### config.mk
export PLATFORM = sky130hd
export DESIGN_NAME = zone_penalty_gradient_top
export DESIGN_NICKNAME = d
export VERILOG_FILES = /design/src/zpg_pkg.sv /design/src/zpg_regs.sv /design/src/zpg_ctrl.sv /design/src/zpg_dp.sv /design/src/zone_penalty_gradient_top.sv
export SDC_FILE = /design/constraint.sdc
export NUM_CORES = 2
export LEC_CHECK = 0
export BUFFER_PORTS_ARGS = -buffer_cell sky130_fd_sc_hd__buf_2
export CORE_MARGIN = 1
export CORE_UTILIZATION = 55
export DETAILED_ROUTE_END_ITERATION = 7
export PLACE_DENSITY = 0.69
export SLEW_MARGIN = 5
export SYNTH_ARGS = -nofsm -noshare
export SYNTH_HDL_FRONTEND = slang
export SYNTH_SLANG_ARGS = --single-unit
### constraint.sdc
create_clock -name clk -period 32.9 [get_ports clk]
set_clock_uncertainty 0.1 [all_clocks]
set_input_delay 1.645 -clock clk [delete_from_list [all_inputs] [get_ports clk]]
set_output_delay 1.645 -clock clk [all_outputs]
set_load 0.02 [all_outputs]
### src/zpg_pkg.sv
// Shared types and constants for the zone penalty gradient block.
// Depends on nothing; every other file imports it.
`timescale 1ns / 1ps

package zpg_pkg;

  // APB address width: four 32-bit registers at byte offsets 0..12
  localparam int AddrW = 4;

  // Register indexes, taken from paddr[3:2]
  localparam logic [1:0] REG_ZONE_LOW     = 2'd0;
  localparam logic [1:0] REG_ZONE_HIGH    = 2'd1;
  localparam logic [1:0] REG_WEIGHT_BELOW = 2'd2;
  localparam logic [1:0] REG_WEIGHT_ABOVE = 2'd3;

  // Reset values of the configuration registers
  localparam logic signed [31:0] ZONE_LOW_RST     = 32'sd0;
  localparam logic signed [31:0] ZONE_HIGH_RST    = 32'sd0;
  localparam logic [15:0]        WEIGHT_BELOW_RST = 16'd256;
  localparam logic [15:0]        WEIGHT_ABOVE_RST = 16'd256;

  // Saturation ceiling of the running cost
  localparam logic [62:0] COST_MAX = {63{1'b1}};

  // Rounding offsets: gradient Q24.24 -> Q16.16 with x2, cost Q40.40 -> Q16.16
  localparam logic [48:0] GRAD_RND = 49'd64;
  localparam logic [48:0] COST_RND = 49'd8388608;

  typedef struct packed {
    logic signed [31:0] zone_low;
    logic signed [31:0] zone_high;
    logic [15:0]        weight_below;
    logic [15:0]        weight_above;
  } cfg_t;

  // Controller states, one-hot
  typedef enum logic [6:0] {
    S_IDLE = 7'b0000001,
    S_EVAL = 7'b0000010,
    S_M1   = 7'b0000100,
    S_M2   = 7'b0001000,
    S_M3   = 7'b0010000,
    S_M4   = 7'b0100000,
    S_ACC  = 7'b1000000
  } state_t;

  // Operand pairs of the shared 32x32 multiplier
  typedef enum logic [1:0] {
    MUL_Q_MAG   = 2'd0,  // weight * |error|
    MUL_MAG_MAG = 2'd1,  // |error| * |error|
    MUL_Q_E2LO  = 2'd2,  // weight * low word of error squared
    MUL_Q_E2HI  = 2'd3   // weight * high word of error squared
  } mul_sel_t;

  typedef struct packed {
    logic     load_in;   // capture request payload
    logic     eval;      // compare with zone, register |error| and weight
    logic     mul_en;    // load product register
    mul_sel_t mul_sel;
    logic     grad_en;   // round and sign the gradient
    logic     e2hi_en;   // keep high word of error squared
    logic     plo_en;    // keep rounded low partial of the cost term
    logic     acc;       // accumulate cost and load the output register
  } cmd_t;

  typedef struct packed {
    logic out_free;      // output register can take a result this cycle
  } status_t;

endpackage

### src/zpg_regs.sv
// APB configuration registers: zone bounds and weights.
// Depends on zpg_pkg for register indexes, reset values and cfg_t.
`timescale 1ns / 1ps

module zpg_regs import zpg_pkg::*; (
  input  logic             clk,
  input  logic             rst,
  input  logic             psel,
  input  logic             penable,
  input  logic             pwrite,
  input  logic [AddrW-1:0] paddr,
  input  logic [31:0]      pwdata,
  output logic [31:0]      prdata,
  output logic             pready,
  output cfg_t             cfg
);

  logic       wr;
  logic [1:0] idx;

  assign wr     = psel && penable && pwrite;
  assign idx    = paddr[3:2];
  assign pready = 1'b1;

  // Write the addressed register
  always_ff @(posedge clk) begin
    if (rst) begin
      cfg.zone_low     <= ZONE_LOW_RST;
      cfg.zone_high    <= ZONE_HIGH_RST;
      cfg.weight_below <= WEIGHT_BELOW_RST;
      cfg.weight_above <= WEIGHT_ABOVE_RST;
    end else if (wr) begin
      unique case (idx)
        REG_ZONE_LOW:     cfg.zone_low     <= pwdata;
        REG_ZONE_HIGH:    cfg.zone_high    <= pwdata;
        REG_WEIGHT_BELOW: cfg.weight_below <= pwdata[15:0];
        REG_WEIGHT_ABOVE: cfg.weight_above <= pwdata[15:0];
        default: ;
      endcase
    end
  end

  // Read back the addressed register
  always_comb begin
    unique case (idx)
      REG_ZONE_LOW:     prdata = cfg.zone_low;
      REG_ZONE_HIGH:    prdata = cfg.zone_high;
      REG_WEIGHT_BELOW: prdata = {16'd0, cfg.weight_below};
      REG_WEIGHT_ABOVE: prdata = {16'd0, cfg.weight_above};
      default:          prdata = 32'd0;
    endcase
  end

endmodule

### src/zpg_ctrl.sv
// Sequencer for one request: evaluate, four multiplier passes, accumulate.
// Depends on zpg_pkg for state_t, cmd_t and status_t.
`timescale 1ns / 1ps

module zpg_ctrl import zpg_pkg::*; (
  input  logic    clk,
  input  logic    rst,
  input  logic    in_valid,
  output logic    in_stall,
  input  status_t st,
  output cmd_t    cmd
);

  state_t state, state_next;
  logic   take;

  // Take a request when idle, or while the previous one retires
  assign in_stall = !((state == S_IDLE) || ((state == S_ACC) && st.out_free));
  assign take     = in_valid && !in_stall;

  always_comb begin
    state_next = state;
    unique case (state)
      S_IDLE: if (take) state_next = S_EVAL;
      S_EVAL: state_next = S_M1;
      S_M1:   state_next = S_M2;
      S_M2:   state_next = S_M3;
      S_M3:   state_next = S_M4;
      S_M4:   state_next = S_ACC;
      S_ACC: begin
        if (st.out_free) state_next = take ? S_EVAL : S_IDLE;
      end
      default: state_next = S_IDLE;
    endcase
  end

  always_ff @(posedge clk) begin
    if (rst) begin
      state <= S_IDLE;
    end else begin
      state <= state_next;
    end
  end

  // Decode datapath commands from the state
  always_comb begin
    cmd         = '0;
    cmd.load_in = take;
    cmd.mul_sel = MUL_Q_MAG;
    unique case (state)
      S_EVAL: cmd.eval = 1'b1;
      S_M1: begin
        cmd.mul_en  = 1'b1;
        cmd.mul_sel = MUL_Q_MAG;
      end
      S_M2: begin
        cmd.mul_en  = 1'b1;
        cmd.mul_sel = MUL_MAG_MAG;
        cmd.grad_en = 1'b1;
      end
      S_M3: begin
        cmd.mul_en  = 1'b1;
        cmd.mul_sel = MUL_Q_E2LO;
        cmd.e2hi_en = 1'b1;
      end
      S_M4: begin
        cmd.mul_en  = 1'b1;
        cmd.mul_sel = MUL_Q_E2HI;
        cmd.plo_en  = 1'b1;
      end
      S_ACC:  cmd.acc = st.out_free;
      default: ;
    endcase
  end

  // A request taken always starts evaluation next
  a_take_eval: assert property (@(posedge clk) disable iff (rst)
    take |=> state == S_EVAL)
    else $error("accepted request did not start evaluation");

  // A blocked retire holds in the accumulate state
  a_acc_hold: assert property (@(posedge clk) disable iff (rst)
    (state == S_ACC && !st.out_free) |=> state == S_ACC)
    else $error("result dropped while output register busy");

  // Multiplier passes run without a gap
  a_m4_acc: assert property (@(posedge clk) disable iff (rst)
    state == S_M4 |=> state == S_ACC)
    else $error("multiplier sequence broken");

  // Accumulation only when the output register can take it
  a_acc_free: assert property (@(posedge clk) disable iff (rst)
    cmd.acc |-> (state == S_ACC && st.out_free))
    else $error("accumulate issued outside retire");

endmodule

### src/zpg_dp.sv
// Datapath: zone compare, shared 32x32 multiplier, rounding, cost sum
// and output register. Depends on zpg_pkg for cfg_t, cmd_t, status_t.
`timescale 1ns / 1ps

module zpg_dp import zpg_pkg::*; (
  input  logic                clk,
  input  logic                rst,
  input  cfg_t                cfg,
  input  cmd_t                cmd,
  output status_t             st,
  input  logic signed [31:0]  predicted_value,
  input  logic                last_step,
  output logic                out_valid,
  input  logic                out_stall,
  output logic signed [47:0]  gradient,
  output logic [62:0]         horizon_cost,
  output logic                run_end
);

  logic signed [31:0] y_r;
  logic               last_r;
  logic               neg_r;
  logic [31:0]        mag_r;
  logic [15:0]        q_r;
  logic [63:0]        p;
  logic [31:0]        e2hi;
  logic [24:0]        plo_sh;
  logic [47:0]        grad_r;
  logic [62:0]        cost_sum;

  // Capture request payload
  always_ff @(posedge clk) begin
    if (cmd.load_in) begin
      y_r    <= predicted_value;
      last_r <= last_step;
    end
  end

  // Zone test; inside the zone weight and error go to zero
  logic signed [32:0] d_lo, d_hi, e_sel, e_abs;
  logic               below, above;

  assign below = y_r < cfg.zone_low;
  assign above = y_r > cfg.zone_high;
  assign d_lo  = 33'(y_r) - 33'(cfg.zone_low);
  assign d_hi  = 33'(y_r) - 33'(cfg.zone_high);

  always_comb begin
    if (below) begin
      e_sel = d_lo;
    end else if (above) begin
      e_sel = d_hi;
    end else begin
      e_sel = '0;
    end
    e_abs = e_sel[32] ? -e_sel : e_sel;
  end

  always_ff @(posedge clk) begin
    if (cmd.eval) begin
      neg_r <= e_sel[32];
      mag_r <= e_abs[31:0];
      if (below) begin
        q_r <= cfg.weight_below;
      end else if (above) begin
        q_r <= cfg.weight_above;
      end else begin
        q_r <= 16'd0;
      end
    end
  end

  // Shared multiplier with registered product
  logic [31:0] mul_a, mul_b;
  logic [63:0] prod;

  always_comb begin
    case (cmd.mul_sel)
      MUL_Q_MAG: begin
        mul_a = {16'd0, q_r};
        mul_b = mag_r;
      end
      MUL_MAG_MAG: begin
        mul_a = mag_r;
        mul_b = mag_r;
      end
      MUL_Q_E2LO: begin
        mul_a = {16'd0, q_r};
        mul_b = p[31:0];
      end
      default: begin
        mul_a = {16'd0, q_r};
        mul_b = e2hi;
      end
    endcase
  end

  assign prod = mul_a * mul_b;

  always_ff @(posedge clk) begin
    if (cmd.mul_en) begin
      p <= prod;
    end
  end

  // Round the gradient half away from zero and apply the sign
  logic [48:0] g_sum;
  logic [47:0] g_mag;

  assign g_sum = {1'b0, p[47:0]} + GRAD_RND;
  assign g_mag = {6'd0, g_sum[48:7]};

  always_ff @(posedge clk) begin
    if (cmd.grad_en) begin
      grad_r <= neg_r ? (~g_mag + 48'd1) : g_mag;
    end
  end

  // Keep the high word of error squared and the rounded low partial
  logic [48:0] c_sum;

  assign c_sum = {1'b0, p[47:0]} + COST_RND;

  always_ff @(posedge clk) begin
    if (cmd.e2hi_en) begin
      e2hi <= p[63:32];
    end
    if (cmd.plo_en) begin
      plo_sh <= c_sum[48:24];
    end
  end

  // Add the step cost with saturation
  logic [56:0] term;
  logic [63:0] acc_sum;
  logic [62:0] cost_new;

  assign term     = {1'b0, p[47:0], 8'd0} + {32'd0, plo_sh};
  assign acc_sum  = {1'b0, cost_sum} + {7'd0, term};
  assign cost_new = acc_sum[63] ? COST_MAX : acc_sum[62:0];

  always_ff @(posedge clk) begin
    if (rst) begin
      cost_sum <= '0;
    end else if (cmd.acc) begin
      cost_sum <= last_r ? 63'd0 : cost_new;
    end
  end

  // Output register; a new result loads as the old one drains
  always_ff @(posedge clk) begin
    if (rst) begin
      out_valid <= 1'b0;
    end else if (cmd.acc) begin
      out_valid <= 1'b1;
    end else if (!out_stall) begin
      out_valid <= 1'b0;
    end
  end

  always_ff @(posedge clk) begin
    if (cmd.acc) begin
      gradient     <= grad_r;
      horizon_cost <= last_r ? cost_new : 63'd0;
      run_end      <= last_r;
    end
  end

  assign st.out_free = !out_valid || !out_stall;

  // The horizon's last step leaves the sum cleared
  a_clear_last: assert property (@(posedge clk) disable iff (rst)
    (cmd.acc && last_r) |=> cost_sum == 63'd0)
    else $error("cost sum not cleared after last step");

  // Total cost shows only on a last-step result
  a_cost_on_end: assert property (@(posedge clk) disable iff (rst)
    (out_valid && !run_end) |-> horizon_cost == 63'd0)
    else $error("total cost given on a non-final step");

endmodule

### src/zone_penalty_gradient_top.sv
// A request runs through the evaluate step and four passes through the single
// 32x32 multiplier, then retires into the output register. The next request is
// taken no earlier than the retire of the previous one; a held result stalls the
// next retire. Reset (rst, synchronous) clears the running cost, the output
// valid and the controller, and restores zone bounds to 0 and weights to 1.0.
// Depends on zpg_pkg, zpg_regs, zpg_ctrl and zpg_dp.
`timescale 1ns / 1ps

module zone_penalty_gradient_top import zpg_pkg::*; (
  input  logic               clk,
  input  logic               rst,
  // APB configuration
  input  logic               psel,
  input  logic               penable,
  input  logic               pwrite,
  input  logic [AddrW-1:0]   paddr,
  input  logic [31:0]        pwdata,
  output logic [31:0]        prdata,
  output logic               pready,
  // request channel
  input  logic               in_valid,
  output logic               in_stall,
  input  logic signed [31:0] predicted_value,
  input  logic               last_step,
  // result channel
  output logic               out_valid,
  input  logic               out_stall,
  output logic signed [47:0] gradient,
  output logic [62:0]        horizon_cost,
  output logic               run_end
);

  cfg_t    cfg;
  cmd_t    cmd;
  status_t st;

  // Configuration registers
  zpg_regs u_regs (
    .clk     (clk),
    .rst     (rst),
    .psel    (psel),
    .penable (penable),
    .pwrite  (pwrite),
    .paddr   (paddr),
    .pwdata  (pwdata),
    .prdata  (prdata),
    .pready  (pready),
    .cfg     (cfg)
  );

  // Sequencer
  zpg_ctrl u_ctrl (
    .clk      (clk),
    .rst      (rst),
    .in_valid (in_valid),
    .in_stall (in_stall),
    .st       (st),
    .cmd      (cmd)
  );

  // Arithmetic and output register
  zpg_dp u_dp (
    .clk             (clk),
    .rst             (rst),
    .cfg             (cfg),
    .cmd             (cmd),
    .st              (st),
    .predicted_value (predicted_value),
    .last_step       (last_step),
    .out_valid       (out_valid),
    .out_stall       (out_stall),
    .gradient        (gradient),
    .horizon_cost    (horizon_cost),
    .run_end         (run_end)
  );

endmodule

==> run_results.csv <==
group,metric,value,unit
synthesis,synth-simple-area-share,14.64,%
timing,slew_headroom,11.31,%
synthesis,syn_area_per_cell,9.202,um^2
synthesis,synth_xor_area_share,4.191,%
power_and_ir_drop,power_switching,2.870,mW
synthesis,synth_top_cells_by_count,"inv_1, fa_1, nand2_1",
placement,port_buffers,219,
detailed_routing,drt_iter0_drc,4707,
worst_setup_path,required,33170,ps
timing,fmax,76.97,MHz
synthesis,synth-adder-area-share,37.88,%
clock_tree,cts_sinks,530,
clock_tree,cts.repair.resized,0,
clock_tree,cts_tree,"done",
synthesis,seq_area_frac_synth,22.79,%
power_and_ir_drop,internal_power,3.118,mW
worst_hold_path,hold_path.startpoint,"u_dp.grad_r[40]",
clock_tree,clock_latency,660,ps
synthesis,synth_cell_types,112,
power_and_ir_drop,power_leakage,29.68,nW
detailed_routing,drc,0,
die,die_h,339.1,um
cells_and_area,syn_to_final_growth,7.619,%
synthesis,synth_most_common_cell,"inv_1",
timing,post-route-period-util,39.49,%
outcome,status,"finished, final reports clean",
cells_and_area,layout-drive-gt1-share,8.341,%
synthesis,yosysWarnings,0,
die,die_area,115000,um^2
power_and_ir_drop,pwr_density_cell,89.04,nW/um^2
detailed_routing,route.detailed.wl_per_inst,23.68,um
synthesis,yosys-mux-area-fraction,1.556,%
clock_tree,ctsHoldBuffers,0,
timing,worst_slew_pin_slew,1329,ps
timing,rsz0062_at_grt,"false",
clock_tree,post_cts_buffers,0,
clock_tree,cts_max_path_buffers,3,
clock_tree,clk_pin_slew,60,ps
power_and_ir_drop,seq_power_share,15.9,%
power_and_ir_drop,p_sw_share,47.94,%
global_routing,grt_overflow,0,
timing,period_needed,12990,ps
timing,final_hold_viol_count,0,
power_and_ir_drop,clkPwrFrac,11.5,%
timing,fin_tns_setup,0,ps
clock_tree,numCtsBuffers,57,
synthesis,synth_nets,8209,
die,pin_count,223,
worst_setup_path,arrival,13260,ps
synthesis,synth_edf_count,363,
worst_setup_path,cp-end-kind,"flop",
worst_setup_path,r2r-start,"u_ctrl.state[6]",
detailed_routing,drtAntennaViolNets,0,
worst_setup_path,crit_path_start_kind,"flop",
clock_tree,cts_root_buffer,"clkbuf_16",
worst_setup_path,slowest_stage,"o21ai_0",
placement,dp_hpwl,150400,um
synthesis,synth_seq_cells,530,
timing,setup_viol,0,
worst_setup_path,crit_path_start,"u_ctrl.state[6]",
worst_setup_path,critPathMaxFanout,42,
power_and_ir_drop,peakVddDrop,0.2037,mV
cells_and_area,fillers,9888,
detailed_routing,firstDrtPassIters,8,
die,rows,123,
global_routing,grt_usage,34.76,%
die,fp.coreArea,112500,um^2
die,start_util,55.55,%
detailed_routing,vias,49840,
synthesis,syn_inst,6791,
synthesis,synth-compound-area-share,10.59,%
worst_setup_path,crit_top_cell,"fa_1",
synthesis,synth_top_family_by_area,"adder cells",
global_routing,grt_max_degree,98,
power_and_ir_drop,pwr-share-comb,72.6,%
synthesis,synth_area_leader_cell,"fa_1",
synthesis,async_flop_share,0,%
flow_run,cap_violations,0,
power_and_ir_drop,finalPower,5.988,mW
clock_tree,cts-htree-levels,2,
global_routing,grt_first_pass_wirelength,301700,um
worst_setup_path,slowest_delay,990,ps
global_routing,antenna_found_initial,7,
worst_setup_path,crit_type,"flop to flop",
timing,maxSlewViolCount,0,
synthesis,synth_top_area_share,29.35,%
cells_and_area,ff_latch_area,14240,um^2
worst_setup_path,reg2reg_slack,19910,ps
worst_hold_path,hold_class,"flop to flop",
synthesis,synth_area_leaders,"fa_1, edfxtp_1, ha_1",
detailed_routing,via_per_inst,5.943,
placement,gp_congestion,0.9875,
global_routing,first_global_vias,50710,
cells_and_area,nNetsFinal,8253,
die,fp.dieW,339.1,um
cells_and_area,multi_input_area,43310,um^2
synthesis,synth_ff_type,"edfxtp_1",
detailed_routing,wl,198600,um
synthesis,synth.cell_area,62490,um^2
-- layout by cell type, fill, tap and decap left out, drive strengths merged, types with 12 or more instances in the layout --
| master | count |
|---|---|
| inv | 1028 |
| fa | 916 |
| nand2 | 850 |
| nor2 | 834 |
| ha | 426 |
| edfxtp | 363 |
| a21oi | 362 |
| buf | 333 |
| o21ai | 212 |
| xnor2 | 196 |
| dfxtp | 167 |
| a21o | 113 |
| nand3 | 105 |
| xor2 | 103 |
| nor3 | 79 |
| clkbuf | 70 |
| o21a | 57 |
| and3 | 45 |
| and2 | 44 |
| mux2i | 42 |
| nand4 | 40 |
| a31oi | 33 |
| nand2b | 33 |
| nor2b | 29 |
| o21bai | 27 |
| a211oi | 27 |
| o22a | 25 |
| clkinv | 23 |
| a22o | 20 |
| or2 | 18 |
| mux2 | 17 |
| a22oi | 17 |
| mux4 | 16 |
| or3 | 14 |
| o31ai | 14 |
| nor4 | 13 |
| o211ai | 12 |
-- per-layer routing --
layer  share of wire, %  track usage, %  routed length [um]  vias up
li1                   -               -                   -    21970
met1                 38           44.46               75280    24730
met2                 45           54.20               88610     2525
met3                 11           8.675               21690      607
met4                6.5           19.06               12920        8
met5              0.029          0.1667                  57        -
-- power by group through the flow --
stage          Sequential, mW  Combinational (mW)  Clock (mW)
2_1_floorplan           0.953                3.14           0
3_3_place_gp            0.966                4.16           0
3_5_place_dp            0.966                4.27           0
4_1_cts                 0.952                4.29       0.696
5_1_grt                 0.952                4.77       0.719
6_report                0.953                4.35       0.687
-- state kept, by name, summed over array words and instances (netlist names), 7 cells and up --
register / flops
u_dp.y_r: 32
u_regs.cfg: 96
u_dp.horizon_cost: 63
u_dp.mag_r: 32
u_dp.q_r: 16
u_dp.grad_r: 48
u_dp.cost_sum: 63
u_dp.e2hi: 32
u_dp.p: 64
u_dp.plo_sh: 25
u_ctrl.state: 7
u_dp.gradient: 48
-- stage by stage --
stage          utilization [%]  hold WS (ps)  cell area [um^2]  std cells  worst slack (ps)
6_report                 59.78         297.3             67250       8385             19910
3_3_place_gp             57.99         300.9             65240       8276             20400
3_5_place_dp             57.99         304.5             65240       8276             20350
4_1_cts                  59.77         310.1             67240       8382             20320
2_1_floorplan                -         300.3             62490       6791             21790
5_1_grt                  59.77         321.9             67240       8382             19700
-- cells by family (layout without fill, tap and decap cells) --
group | Yosys count | after routing
xor+xnor | 299 | 299
other cells | 1 | 4
compound gates | 1028 | 1028
fa+ha+maj | 1342 | 1342
mux | 75 | 75
simple gates | 2142 | 2142
buf+inv | 1374 | 1465
flops | 530 | 530
-- final timing paths --
kind,to,depth (start not counted)
worst min register to register,u_dp.gradient[40],0
worst min-delay path,u_dp.gradient[40],0
worst max-delay path,u_dp.p[63],33
worst max register to register,u_dp.p[63],33
-- area by class of cell --
type                    count  share of cell area, %
multi-input cells        4887                  64.40
flip-flops and latches    530                  21.18
inverters                1026                  5.730
repair buffers            333                  2.906
well taps                1500                  2.791
clock buffers              70                  2.363
clock inverters            36                 0.6177
diodes                      3                0.01116
-- worst max-delay path: cells and delay by family, from the launching register on --
kind	cells	cell delay, ps
fa+ha+maj	9	4350
compound gates	8	3390
simple gates	7	2840
buf+inv	8	1550
flops	1	330
xor+xnor	1	100
(Power assumes the default switching activity.)
